### src/rtl/iseg_pkg.sv
// ----------------------------------------------------------------------------
// iseg_pkg
// Shared types, codes and helpers of the input sample event generator.
// ----------------------------------------------------------------------------
`default_nettype none

package iseg_pkg;

    localparam int KEY_BUTTONS_DEFAULT = 6;
    localparam int NUM_KEY_REGS        = 6;
    localparam int KEY_IDX_W           = 3;
    localparam int CFG_IDX_W           = 3;
    localparam int KEY_CODE_W          = 8;

    // Fixed event slots in emission order; key slots follow from SLOT_KEY0.
    localparam int SLOT_MOTION = 0;
    localparam int SLOT_BTN_L  = 1;
    localparam int SLOT_BTN_R  = 3;
    localparam int SLOT_WHEEL  = 4;
    localparam int SLOT_AXIS_X = 5;
    localparam int SLOT_AXIS_Y = 6;
    localparam int SLOT_KEY0   = 7;

    localparam logic signed [15:0] AXIS_FULL = 16'sd32767;

    typedef logic [NUM_KEY_REGS-1:0][KEY_CODE_W-1:0] key_map_t;

    localparam key_map_t KEY_MAP_RESET = {8'd27, 8'd114, 8'd122, 8'd116, 8'd99, 8'd105};

    typedef enum logic [2:0] {
        EV_MOTION   = 3'd0,
        EV_BTN_DOWN = 3'd1,
        EV_BTN_UP   = 3'd2,
        EV_WHEEL    = 3'd3,
        EV_AXIS     = 3'd4,
        EV_KEY_DOWN = 3'd5,
        EV_KEY_UP   = 3'd6
    } event_kind_t;

    typedef enum logic [1:0] {
        AXIS_CENTER = 2'd0,
        AXIS_POS    = 2'd1,
        AXIS_NEG    = 2'd2
    } axis_dir_t;

    // Everything the event picker needs from one sample
    typedef struct packed {
        logic signed [15:0]     pos_x;
        logic signed [15:0]     pos_y;
        logic signed [16:0]     rel_x;
        logic signed [16:0]     rel_y;
        logic [2:0]             button_mask;
        logic [2:0]             btn_down;
        logic signed [7:0]      wheel;
        axis_dir_t              axis_x;
        axis_dir_t              axis_y;
        logic [NUM_KEY_REGS-1:0] key_down;
    } item_info_t;

    function automatic axis_dir_t dir_code(input logic plus, input logic minus);
        axis_dir_t d;
        begin
            if (plus && !minus)
            begin
                d = AXIS_POS;
            end
            else if (minus && !plus)
            begin
                d = AXIS_NEG;
            end
            else
            begin
                d = AXIS_CENTER;
            end
            return d;
        end
    endfunction

    function automatic logic signed [15:0] axis_value(input axis_dir_t d);
        logic signed [15:0] v;
        begin
            case (d)
                AXIS_POS: v = AXIS_FULL;
                AXIS_NEG: v = -AXIS_FULL;
                default:  v = 16'sd0;
            endcase
            return v;
        end
    endfunction

endpackage

`default_nettype wire

### src/rtl/iseg_detect.sv
// ----------------------------------------------------------------------------
// iseg_detect
// Compares one sample against the previous one and flags the events it raises.
// ----------------------------------------------------------------------------
`default_nettype none

module iseg_detect #(
    parameter int KEY_BUTTONS = iseg_pkg::KEY_BUTTONS_DEFAULT,
    parameter int NUM_SLOTS   = iseg_pkg::SLOT_KEY0 + KEY_BUTTONS
) (
    input  wire logic                     clk,
    input  wire logic                     rst_n,
    input  wire logic                     accept,
    input  wire logic signed [15:0]       mouse_x,
    input  wire logic signed [15:0]       mouse_y,
    input  wire logic [2:0]               mouse_buttons,
    input  wire logic signed [7:0]        wheel_delta,
    input  wire logic [9:0]               pad_bits,
    input  wire logic                     osk_active,
    output logic [NUM_SLOTS-1:0]          slots,
    output iseg_pkg::item_info_t          info
);

    logic signed [15:0]   prev_x_reg;
    logic signed [15:0]   prev_y_reg;
    logic [2:0]           prev_mask_reg;
    iseg_pkg::axis_dir_t  axis_x_reg;
    iseg_pkg::axis_dir_t  axis_y_reg;
    logic [9:0]           prev_pad_reg;

    logic [2:0]             mask;
    logic [2:0]             btn_ev;
    logic                   motion;
    iseg_pkg::axis_dir_t    ax;
    iseg_pkg::axis_dir_t    ay;
    logic [KEY_BUTTONS-1:0] key_now;
    logic [KEY_BUTTONS-1:0] key_prev;
    logic [KEY_BUTTONS-1:0] key_ev;

    always_comb
    begin
        // remap to bit0 left, bit1 middle, bit2 right
        mask     = {mouse_buttons[1], mouse_buttons[2], mouse_buttons[0]};
        btn_ev   = mask ^ prev_mask_reg;
        motion   = (mouse_x != prev_x_reg) || (mouse_y != prev_y_reg);
        ax       = iseg_pkg::dir_code(pad_bits[3], pad_bits[2]);
        ay       = iseg_pkg::dir_code(pad_bits[1], pad_bits[0]);
        key_now  = pad_bits[4 +: KEY_BUTTONS];
        key_prev = prev_pad_reg[4 +: KEY_BUTTONS];
        key_ev   = osk_active ? '0 : (key_now ^ key_prev);

        slots = {key_ev, (ay != axis_y_reg), (ax != axis_x_reg), (wheel_delta != 8'sd0),
                 btn_ev, motion};

        info.pos_x       = mouse_x;
        info.pos_y       = mouse_y;
        info.rel_x       = {mouse_x[15], mouse_x} - {prev_x_reg[15], prev_x_reg};
        info.rel_y       = {mouse_y[15], mouse_y} - {prev_y_reg[15], prev_y_reg};
        info.button_mask = mask;
        info.btn_down    = mask & ~prev_mask_reg;
        info.wheel       = wheel_delta;
        info.axis_x      = ax;
        info.axis_y      = ay;
        info.key_down    = '0;
        for (int i = 0; i < KEY_BUTTONS; i++)
        begin
            info.key_down[i] = key_now[i] & ~key_prev[i];
        end
    end

    always_ff @(posedge clk or negedge rst_n)
    begin
        if (!rst_n)
        begin
            prev_x_reg    <= '0;
            prev_y_reg    <= '0;
            prev_mask_reg <= '0;
            axis_x_reg    <= iseg_pkg::AXIS_CENTER;
            axis_y_reg    <= iseg_pkg::AXIS_CENTER;
            prev_pad_reg  <= '0;
        end
        else if (accept)
        begin
            prev_x_reg    <= mouse_x;
            prev_y_reg    <= mouse_y;
            prev_mask_reg <= mask;
            axis_x_reg    <= ax;
            axis_y_reg    <= ay;
            // track pad even while keyboard is up, so no stale edges later
            prev_pad_reg  <= pad_bits;
        end
    end

endmodule

`default_nettype wire

### src/rtl/iseg_emit.sv
// ----------------------------------------------------------------------------
// iseg_emit
// Holds one item's flagged events, sending one per cycle unless stalled.
// ----------------------------------------------------------------------------
`default_nettype none

module iseg_emit #(
    parameter int NUM_SLOTS = iseg_pkg::SLOT_KEY0 + iseg_pkg::KEY_BUTTONS_DEFAULT
) (
    input  wire logic                 clk,
    input  wire logic                 rst_n,
    input  wire logic                 load,
    input  wire logic [NUM_SLOTS-1:0] slots,
    input  wire iseg_pkg::item_info_t info,
    input  wire iseg_pkg::key_map_t   key_map,
    output logic                      free,
    output logic                      m_tvalid,
    input  wire logic                 m_tready,
    output logic [95:0]               m_tdata,
    output logic [2:0]                m_tuser,
    output logic                      m_tlast
);

    localparam int IdxW = $clog2(NUM_SLOTS);
    localparam int KeyIdxW = iseg_pkg::KEY_IDX_W;

    logic [NUM_SLOTS-1:0]  pend_reg;
    logic [NUM_SLOTS-1:0]  pend_next;
    iseg_pkg::item_info_t  info_reg;

    logic                  tvalid_reg;
    iseg_pkg::event_kind_t kind_reg;
    iseg_pkg::event_kind_t kind_next;
    logic signed [15:0]    pos_x_reg, pos_x_next;
    logic signed [15:0]    pos_y_reg, pos_y_next;
    logic signed [16:0]    rel_x_reg, rel_x_next;
    logic signed [16:0]    rel_y_reg, rel_y_next;
    logic [2:0]            mask_reg, mask_next;
    logic [7:0]            which_reg, which_next;
    logic signed [15:0]    amount_reg, amount_next;
    logic                  last_reg;

    logic                  advance;
    logic [NUM_SLOTS-1:0]  first;
    logic [NUM_SLOTS-1:0]  rest;
    logic [NUM_SLOTS-1:0]  pend_after;
    logic [IdxW-1:0]       idx;
    logic [KeyIdxW-1:0]    kidx;
    logic [1:0]            bidx;

    always_comb
    begin
        advance    = !tvalid_reg || m_tready;
        first      = pend_reg & (~pend_reg + 1'b1);
        rest       = pend_reg & ~first;
        pend_after = advance ? rest : pend_reg;
        free       = (pend_after == '0);
        pend_next  = load ? slots : pend_after;

        idx = '0;
        for (int i = 0; i < NUM_SLOTS; i++)
        begin
            if (first[i])
            begin
                idx = IdxW'(i);
            end
        end
        kidx = KeyIdxW'(idx - IdxW'(iseg_pkg::SLOT_KEY0));
        bidx = 2'(idx - IdxW'(iseg_pkg::SLOT_BTN_L));

        kind_next   = iseg_pkg::EV_MOTION;
        pos_x_next  = '0;
        pos_y_next  = '0;
        rel_x_next  = '0;
        rel_y_next  = '0;
        mask_next   = '0;
        which_next  = '0;
        amount_next = '0;
        case (idx) inside
            iseg_pkg::SLOT_MOTION:
            begin
                kind_next  = iseg_pkg::EV_MOTION;
                pos_x_next = info_reg.pos_x;
                pos_y_next = info_reg.pos_y;
                rel_x_next = info_reg.rel_x;
                rel_y_next = info_reg.rel_y;
                mask_next  = info_reg.button_mask;
            end
            [iseg_pkg::SLOT_BTN_L:iseg_pkg::SLOT_BTN_R]:
            begin
                kind_next  = info_reg.btn_down[bidx] ? iseg_pkg::EV_BTN_DOWN
                                                     : iseg_pkg::EV_BTN_UP;
                pos_x_next = info_reg.pos_x;
                pos_y_next = info_reg.pos_y;
                // slot number doubles as button id 1 left, 2 middle, 3 right
                which_next = 8'(idx);
            end
            iseg_pkg::SLOT_WHEEL:
            begin
                kind_next   = iseg_pkg::EV_WHEEL;
                pos_x_next  = info_reg.pos_x;
                pos_y_next  = info_reg.pos_y;
                amount_next = 16'(info_reg.wheel);
            end
            iseg_pkg::SLOT_AXIS_X:
            begin
                kind_next   = iseg_pkg::EV_AXIS;
                which_next  = 8'd0;
                amount_next = iseg_pkg::axis_value(info_reg.axis_x);
            end
            iseg_pkg::SLOT_AXIS_Y:
            begin
                kind_next   = iseg_pkg::EV_AXIS;
                which_next  = 8'd1;
                amount_next = iseg_pkg::axis_value(info_reg.axis_y);
            end
            default:
            begin
                kind_next  = info_reg.key_down[kidx] ? iseg_pkg::EV_KEY_DOWN
                                                     : iseg_pkg::EV_KEY_UP;
                which_next = key_map[kidx];
            end
        endcase
    end

    always_ff @(posedge clk or negedge rst_n)
    begin
        if (!rst_n)
        begin
            pend_reg   <= '0;
            tvalid_reg <= 1'b0;
        end
        else
        begin
            pend_reg <= pend_next;
            if (advance)
            begin
                tvalid_reg <= |pend_reg;
            end
        end
    end

    always_ff @(posedge clk)
    begin
        if (load)
        begin
            info_reg <= info;
        end
        if (advance)
        begin
            kind_reg   <= kind_next;
            pos_x_reg  <= pos_x_next;
            pos_y_reg  <= pos_y_next;
            rel_x_reg  <= rel_x_next;
            rel_y_reg  <= rel_y_next;
            mask_reg   <= mask_next;
            which_reg  <= which_next;
            amount_reg <= amount_next;
            last_reg   <= (rest == '0);
        end
    end

    assign m_tvalid = tvalid_reg;
    assign m_tuser  = kind_reg;
    assign m_tlast  = last_reg;
    assign m_tdata  = {3'b000, amount_reg, which_reg, mask_reg, rel_y_reg, rel_x_reg,
                       pos_y_reg, pos_x_reg};

endmodule

`default_nettype wire

### src/rtl/input_sample_event_generator.sv
// ----------------------------------------------------------------------------
// input_sample_event_generator
// Turns per-frame input samples into an ordered stream of input events.
// ----------------------------------------------------------------------------
// Usage: one sample enters on the s_ channel; its events leave on the m_
// channel in fixed order (motion, buttons L/M/R, wheel, axis X, axis Y, keys),
// one per cycle, m_tlast set on the final event of the sample. A sample that
// changes nothing produces no event and is still taken.
// The first event of a sample moves from the pending-event register into
// the output register before it can be taken. A sample raises at most
// 7 + KEY_BUTTONS events; the next sample is taken in the cycle the last
// pending event moves into the output register, so samples with a single
// event or none flow at one per cycle while m_tready is high. The event
// holding register sets this pace.
// The keymap is written through cfg_we/cfg_index/cfg_data while idle.
// Reset clears the previous-sample state, restores the default keymap and
// empties the output. While m_tready is low the output holds its event and
// pending events wait; s_tready drops once the holding register is busy.
// ----------------------------------------------------------------------------
`default_nettype none

module input_sample_event_generator #(
    parameter int KEY_BUTTONS = iseg_pkg::KEY_BUTTONS_DEFAULT
) (
    input  wire logic        clk,
    input  wire logic        rst_n,
    input  wire logic        s_tvalid,
    output logic             s_tready,
    // mouse_x, mouse_y, mouse_buttons, wheel_delta, pad_bits, osk_active
    input  wire logic [55:0] s_tdata,
    output logic             m_tvalid,
    input  wire logic        m_tready,
    // pos_x, pos_y, rel_x, rel_y, button_mask, which, amount
    output logic [95:0]      m_tdata,
    // event_kind
    output logic [2:0]       m_tuser,
    output logic             m_tlast,
    input  wire logic        cfg_we,
    input  wire logic [iseg_pkg::CFG_IDX_W-1:0]  cfg_index,
    input  wire logic [iseg_pkg::KEY_CODE_W-1:0] cfg_data
);

    localparam int NumSlots = iseg_pkg::SLOT_KEY0 + KEY_BUTTONS;

    iseg_pkg::key_map_t   key_map_reg;
    iseg_pkg::item_info_t info;
    logic [NumSlots-1:0]  slots;
    logic                 free;
    logic                 accept;

    assign s_tready = free;
    assign accept   = s_tvalid && free;

    always_ff @(posedge clk or negedge rst_n)
    begin
        if (!rst_n)
        begin
            key_map_reg <= iseg_pkg::KEY_MAP_RESET;
        end
        else if (cfg_we && (cfg_index < iseg_pkg::CFG_IDX_W'(iseg_pkg::NUM_KEY_REGS)))
        begin
            key_map_reg[cfg_index] <= cfg_data;
        end
    end

    iseg_detect #(
        .KEY_BUTTONS (KEY_BUTTONS),
        .NUM_SLOTS   (NumSlots)
    ) u_detect (
        .clk           (clk),
        .rst_n         (rst_n),
        .accept        (accept),
        .mouse_x       (s_tdata[15:0]),
        .mouse_y       (s_tdata[31:16]),
        .mouse_buttons (s_tdata[34:32]),
        .wheel_delta   (s_tdata[42:35]),
        .pad_bits      (s_tdata[52:43]),
        .osk_active    (s_tdata[53]),
        .slots         (slots),
        .info          (info)
    );

    iseg_emit #(
        .NUM_SLOTS (NumSlots)
    ) u_emit (
        .clk      (clk),
        .rst_n    (rst_n),
        .load     (accept),
        .slots    (slots),
        .info     (info),
        .key_map  (key_map_reg),
        .free     (free),
        .m_tvalid (m_tvalid),
        .m_tready (m_tready),
        .m_tdata  (m_tdata),
        .m_tuser  (m_tuser),
        .m_tlast  (m_tlast)
    );

endmodule

`default_nettype wire

### config.mk
export PLATFORM = sky130hd
export DESIGN_NAME = input_sample_event_generator
export DESIGN_NICKNAME = d
export VERILOG_FILES = /design/src/rtl/iseg_pkg.sv /design/src/rtl/iseg_detect.sv /design/src/rtl/iseg_emit.sv /design/src/rtl/input_sample_event_generator.sv
export SDC_FILE = /design/constraint.sdc
export NUM_CORES = 1
export LEC_CHECK = 0
export BUFFER_PORTS_ARGS = -buffer_cell sky130_fd_sc_hd__buf_2
export CAP_MARGIN = 20
export CORE_UTILIZATION = 54
export DETAILED_ROUTE_END_ITERATION = 8
export HOLD_SLACK_MARGIN = 0.15
export MAX_ROUTING_LAYER = met4
export PLACE_DENSITY = 0.72
export REMOVE_ABC_BUFFERS = 1
export SYNTH_ARGS = -nofsm -noshare
export SYNTH_HDL_FRONTEND = slang
export SYNTH_SLANG_ARGS = --single-unit
### constraint.sdc
create_clock -name clk -period 7.4 [get_ports clk]
set_clock_uncertainty 0.05 [all_clocks]
set_input_delay 0.74 -clock clk [delete_from_list [all_inputs] [get_ports clk]]
set_output_delay 0.74 -clock clk [all_outputs]
set_load 0.01 [all_outputs]
# Word-level counts from Yosys, hierarchy flattened
# Cells that the tools add are included.
[totals]
ff_bits = 298
in_bits = 72
out_inout_bits = 102
[op_classes]
n_addsub = 5
order_cmp = 7
n_eq_ne = 11
n_mux = 49
bitwise = 20
reduce_logical = 22
[ops]
columns = ["operator", "n"]
rows = [
  ["16-bit 2-to-1 mux", 9],
  ["16-bit case mux with 2 select lines", 2],
  ["4-bit 2-to-1 mux", 15],
  ["48-bit bitwise mux", 1],
  ["16-bit by 16-bit subtractor with 17-bit output", 2],
  ["16-bit inequality test", 2],
  ["13-bit bitwise AND", 2],
  ["13-bit zero test", 2],
  ["13-bit 2-to-1 mux", 2],
  ["13-bit inverter", 2],
  ["8-bit binary-select mux with 3-bit select", 1],
  ["8-bit demux with 3-bit select", 1],
  ["8-bit 2-to-1 mux", 2],
  ["13-bit by 1-bit adder with 13-bit output, second input constant", 1],
  ["13-bit OR reduction", 1],
  ["4-bit by 3-bit equality test with 1-bit output, second input constant", 3],
  ["2-bit 2-to-1 mux", 6],
  ["3-bit 2-to-1 mux", 4],
  ["1-bit logical AND", 8],
  ["3-bit by 4-bit less-than comparator with 1-bit output, second input constant", 2],
  ["8-bit nonzero test", 1],
  ["1-bit bitwise AND", 6],
  ["6-bit 2-to-1 mux", 1],
  ["1-bit inverter", 6],
  ["22 further kinds", 32],
]

# Longest topological paths before layout
[depth]
word_depth = 23
ltp_mapped = 14
ltp_nobuf = 11

# Hierarchy
# A second synthesis with hierarchy kept.
[hier_totals]
hier_cells = 1120
hier_area_um2 = 13729.4
[modules_own_cells]
columns = ["module", "n_inst", "cells_per_inst", "area_per_inst_um2"]
rows = [
  ["iseg_emit", 1, 528, 7960.1],
  ["iseg_detect", 1, 485, 3898.7],
  ["input_sample_event_generator", 1, 107, 1870.5],
]

# Least setup slack after synthesis
# Ideal clock, no wire load.
[synth_path]
path_kind = "in2reg"
startpoint = "in m_tready"
endpoint = "reg u_emit.info_reg[0] (netlist bit), enable pin"
setup_ns = 0.410
arrival_time_ns = 5.222
t_required_ns = 6.940
slack_ns = 1.718
path_stages = 10
n_path_buf = 2
cell_sequence = "nor2b_1 -> inv_1 -> nand2_1 -> o21ai_0 -> a21oi_1 -> nor3_2 -> nand2_1 -> inv_2 -> buf_2 -> buf_2"
[synth_between]
elab_chain_len = 4
[synth_rtl]
columns = ["item", "line", "rtl"]
rows = [
  ["from (decl)", "input_sample_event_generator.sv:32", "input wire logic m_tready,"],
  ["1-bit logical OR", "iseg_emit.sv:53", "advance = !tvalid_reg || m_tready;"],
  ["13-bit 2-to-1 mux", "iseg_emit.sv:56", "pend_after = advance ? rest : pend_reg;"],
  ["13-bit zero test", "iseg_emit.sv:57", "free = (pend_after == '0);"],
  ["1-bit logical AND", "input_sample_event_generator.sv:52", "assign accept = s_tvalid && free;"],
  ["net accept", "input_sample_event_generator.sv:49", "logic accept;"],
  ["to (signal assigned)", "iseg_emit.sv:147", "info_reg <= info;"],
  ["to (decl)", "iseg_emit.sv:29", "iseg_pkg::item_info_t info_reg;"],
]
# The timed path passes the listed nets, and every way through them passes these cells.
# A chain may end at the register's enable or synchronous reset.

# Final worst setup path
[layout_path]
startpoint = "reg u_emit.pend_reg[0]"
endpoint = "reg u_emit.rel_y_reg[6], data pin"
[layout_between]
elab_chain_len = 16
[layout_rtl]
columns = ["item", "line", "rtl"]
rows = [
  ["from (decl)", "iseg_emit.sv:27", "logic [NUM_SLOTS-1:0] pend_reg;"],
  ["from (signal assigned)", "iseg_emit.sv:135", "pend_reg <= pend_next;"],
  ["13-bit inverter *", "iseg_emit.sv:54", "first = pend_reg & (~pend_reg + 1'b1);"],
  ["13-bit by 1-bit adder with 13-bit output *", "iseg_emit.sv:54", ""],
  ["13-bit bitwise AND *", "iseg_emit.sv:54", ""],
  ["1-bit 2-to-1 mux", "iseg_emit.sv:63", "if (first[i])"],
  ["4-bit 2-to-1 mux (10 in series)", "iseg_emit.sv:63", ""],
  ["4-bit 2-to-1 mux *", "iseg_emit.sv:63", ""],
  ["4-bit zero test (no source line) *", "n/a", ""],
  ["to (signal assigned)", "iseg_emit.sv:155", "rel_y_reg <= rel_y_next;"],
  ["to (decl)", "iseg_emit.sv:37", "logic signed [16:0] rel_y_reg, rel_y_next;"],
]
# Mark *: on every way between the ends. The rest lies on a longest branch, timed or not.

==> results.cfg <==
[clock_network]
post_cts_hold_buffer_count = 0
tritoncts = yes
clock_tree.buffer_depth = 3
cts_sinks = 287
numCtsBuffers = 30
clock_pin_transition_on_the_worst_setup_and_hold_timing_paths_ns = 0.06
post_cts_resize_count = 0
h-tree-depth = 1
postCtsSetupRepairBufs = 0
clock_latency_reported_for_the_late_side_of_the_worst_skew_pair_ns = 0.55
ctsRootBufferMaster = sky130_fd_sc_hd__clkbuf_16

[setup_path]
max_stage_delay_ns = 0.86
cp.arrival_ns = 4.54
crit_slowest_cell = sky130_fd_sc_hd__nor2b_2
crit-reg2reg-capture = u_emit.rel_y_reg[6]$_SDFFCE_PN0N_
rrSetupSlack_ns = 3.22
r2r.worst_path.cells = 9
startpoint_of_the_most_critical_register_to_register_path = u_emit.pend_reg[0]$_DFF_PN0_
critical-path-top-delay-family = simple AND/OR/NAND/NOR gates
worst-path-buf-inv = 2
critical_path.max_fanout = 20
worst_setup_path_end_kind = flip-flop
cell_by_cell_trace_of_the_critical_path = nor4_4 -> and3_4 -> a21oi_2 -> and2_4 -> inv_2 -> ha_1 -> nor2b_2 -> buf_4 -> and2_1
critical_path.startpoint_type = flip-flop
cp.required_ns = 7.76
timing.setup.critical_path_class = flip-flop to flip-flop

[synth]
synth_top_flop_cell = sky130_fd_sc_hd__edfxtp_1
synthTopCellsByArea = sky130_fd_sc_hd__edfxtp_1, sky130_fd_sc_hd__dfrtp_1, sky130_fd_sc_hd__dfstp_2
synth_warnings = 0
ys_seq_area_share_pct = 61.5
post_synth_most_frequent_cells = sky130_fd_sc_hd__edfxtp_1, sky130_fd_sc_hd__dfrtp_1, sky130_fd_sc_hd__o21ai_0
asyncSetResetFlopFracSynth_pct = 37.3
post_synth_num_cell_types = 77
mappedNetlistArea_um2 = 13200
synth.most_common_cell = sky130_fd_sc_hd__edfxtp_1
yosysTopAreaCellShare_pct = 41.0
synthesis.area_per_instance_um2 = 13.0
number_of_enable_flip_flop_cells_after_synthesis = 180
synth.largest_area_cell = sky130_fd_sc_hd__edfxtp_1
syn_inst = 1017
ys_ff_latch = 287

[final_layout]
fraction_of_final_layout_cells_with_drive_strength_greater_than_1_pct = 27.9
final_net_count = 1311
area.sequential_um2 = 8110
layout-area-overhead-vs-synth_pct = 16.6
n_fill_cell = 1827
max_ffs_per_register = 90
total_area_of_multi_input_combinational_cells_um2 = 4580

[power_and_ir_drop]
leakagePower_nw = 6.37
p_total_mw = 7.95
p_per_area_nw_per_um2 = 516
ir_drop_mv = 0.453

[drt]
drt-vias-per-instance = 5.59
postRouteWirelength_um = 27600
wl_per_cell_um = 18.0
dr_total_vias = 8560
drtIter0Drc = 588
drt_pass1_iterations = 5
route.detailed.drc = 0
antenna_left = 0

[die]
fp.dieH_um = 158
fp.dieArea_um2 = 25100
fp-row-count = 56
floorplan.initialDensity_pct = 55.6
core_region_area_um2 = 23800
chip_width_um = 158
pin_count = 174

[grt]
track_usage_pct = 23.3
grt_antenna_before_repair = 2
top_usage_layer = met2
grt_first_pass_wirelength_um = 43800
met1_usage_pct = 31.6
grt.overflow.total = 0
grt_max_degree = 75
grtUsageMet3_pct = 3.35
first_global_vias = 8361
gr-usage-met2_pct = 37.1

[min_path]
min_path_type = input pin to asynchronous set/reset pin

[timing]
fmax_mhz = 239
finalCritPeriodShare_pct = 56.5
finalSetupViolations = 0
slew-limit-headroom_pct = 32.0
final_hold_viol_count = 0
setup-tns-final_ns = 0
min_period_ns = 4.18
finalMaxSlewViolations = 0
rsz0062_at_grt = no
worst_pin_slew_ns = 1.02

[placement]
routabilityCongestion = 0.841
hpwlAfterDp_um = 17900
place.port_buffers = 168

[run]
maxCapViolations = 0

[status]
run_status = finished, final reports clean
worst max-delay path by stage:
| stage | cells after the start | end | startpoint | slack [ns] |
|---|---|---|---|---|
| floorplan | 9 | u_detect.axis_x_reg[1]$_DFFE_PN0P_ | m_tready | 0.11 |
| global placement | 10 | u_emit.info_reg[69]$_DFFE_PP_ | m_tready | 3.24 |
| detailed placement | 10 | u_emit.which_reg[1]$_SDFFCE_PP0N_ | u_emit.pend_reg[0]$_DFF_PN0_ | 3.24 |
| CTS | 9 | u_emit.rel_y_reg[6]$_SDFFCE_PN0N_ | u_emit.pend_reg[0]$_DFF_PN0_ | 3.22 |
| global route | 9 | u_emit.rel_y_reg[6]$_SDFFCE_PN0N_ | u_emit.pend_reg[0]$_DFF_PN0_ | 2.87 |
| finish | 9 | u_emit.rel_y_reg[6]$_SDFFCE_PN0N_ | u_emit.pend_reg[0]$_DFF_PN0_ | 3.22 |
per-stage QoR:
stage | area (um^2) | util (%) | hold WS, ns | std cells | setup WS [ns]
finish | 15400 | 64.8 | 0.161 | 1532 | 3.22
global route | 15400 | 64.8 | 0.222 | 1532 | 2.87
CTS | 15300 | 64.6 | 0.189 | 1527 | 3.22
detailed placement | 14300 | 60.2 | 0.441 | 1471 | 3.24
global placement | 14300 | 60.1 | 0.432 | 1470 | 3.24
floorplan | 12900 | - | 0.394 | 973 | 0.115
cell type report:
type / instances / share of cell area, %
clock buffers: 36 / 5.29
repair buffers: 182 / 6.39
inverters: 68 / 1.69
diodes: 2 / 0.0325
well taps: 319 / 2.59
flip-flops and latches: 287 / 52.7
multi-input cells: 618 / 29.8
clock inverters: 20 / 1.51
per-layer routing:
layer | part of all wire (%) | wire length [um] | vias to the layer above
li1 | - | - | 4068
met1 | 45 | 12400 | 4201
met2 | 48 | 13200 | 243
met3 | 5.2 | 1430 | 48
met4 | 2.1 | 586 | 0
met5 | 0 | 0 | -
power by group:
part	internal (mW)	leakage, nW	switching (mW)	total (mW)
registers	2.60	3.02	0.224	2.83
clock network	0.956	0.501	0.611	1.57
logic	1.42	2.85	2.13	3.55
total	4.98	6.37	2.97	7.95
cells by family (layout without fill, tap and decap cells):
kind of cell               Yosys count  after routing  synth area share, %
other                                1              5               0.0284
AOI/OAI and AO/OA                  199            199                 9.43
adders and majority gates           53             53                 5.12
muxes                               73             73                 6.86
and+or+nand+nor                    266            266                 11.4
xor gates and xnor gates            24             24                 1.59
DFF                                287            287                 61.5
buffers and inverters              114            306                 4.07
cell usage in the layout (no fill, tap or decap), types with 11 or more instances in the layout:
master	count
sky130_fd_sc_hd__nor3_1	13
sky130_fd_sc_hd__and2_1	39
sky130_fd_sc_hd__mux2i_1	11
sky130_fd_sc_hd__nand3_1	57
sky130_fd_sc_hd__buf_4	11
sky130_fd_sc_hd__dfstp_2	25
sky130_fd_sc_hd__a21oi_1	38
sky130_fd_sc_hd__nand2_1	26
sky130_fd_sc_hd__nor2_1	31
sky130_fd_sc_hd__a21o_1	12
sky130_fd_sc_hd__xnor2_1	18
sky130_fd_sc_hd__ha_1	50
sky130_fd_sc_hd__mux2_2	53
sky130_fd_sc_hd__dfrtp_1	82
sky130_fd_sc_hd__nor2b_1	42
sky130_fd_sc_hd__o21ai_0	73
sky130_fd_sc_hd__clkbuf_16	31
sky130_fd_sc_hd__inv_1	65
sky130_fd_sc_hd__edfxtp_1	180
sky130_fd_sc_hd__buf_2	168
Power figures use the tool's default switching activity.
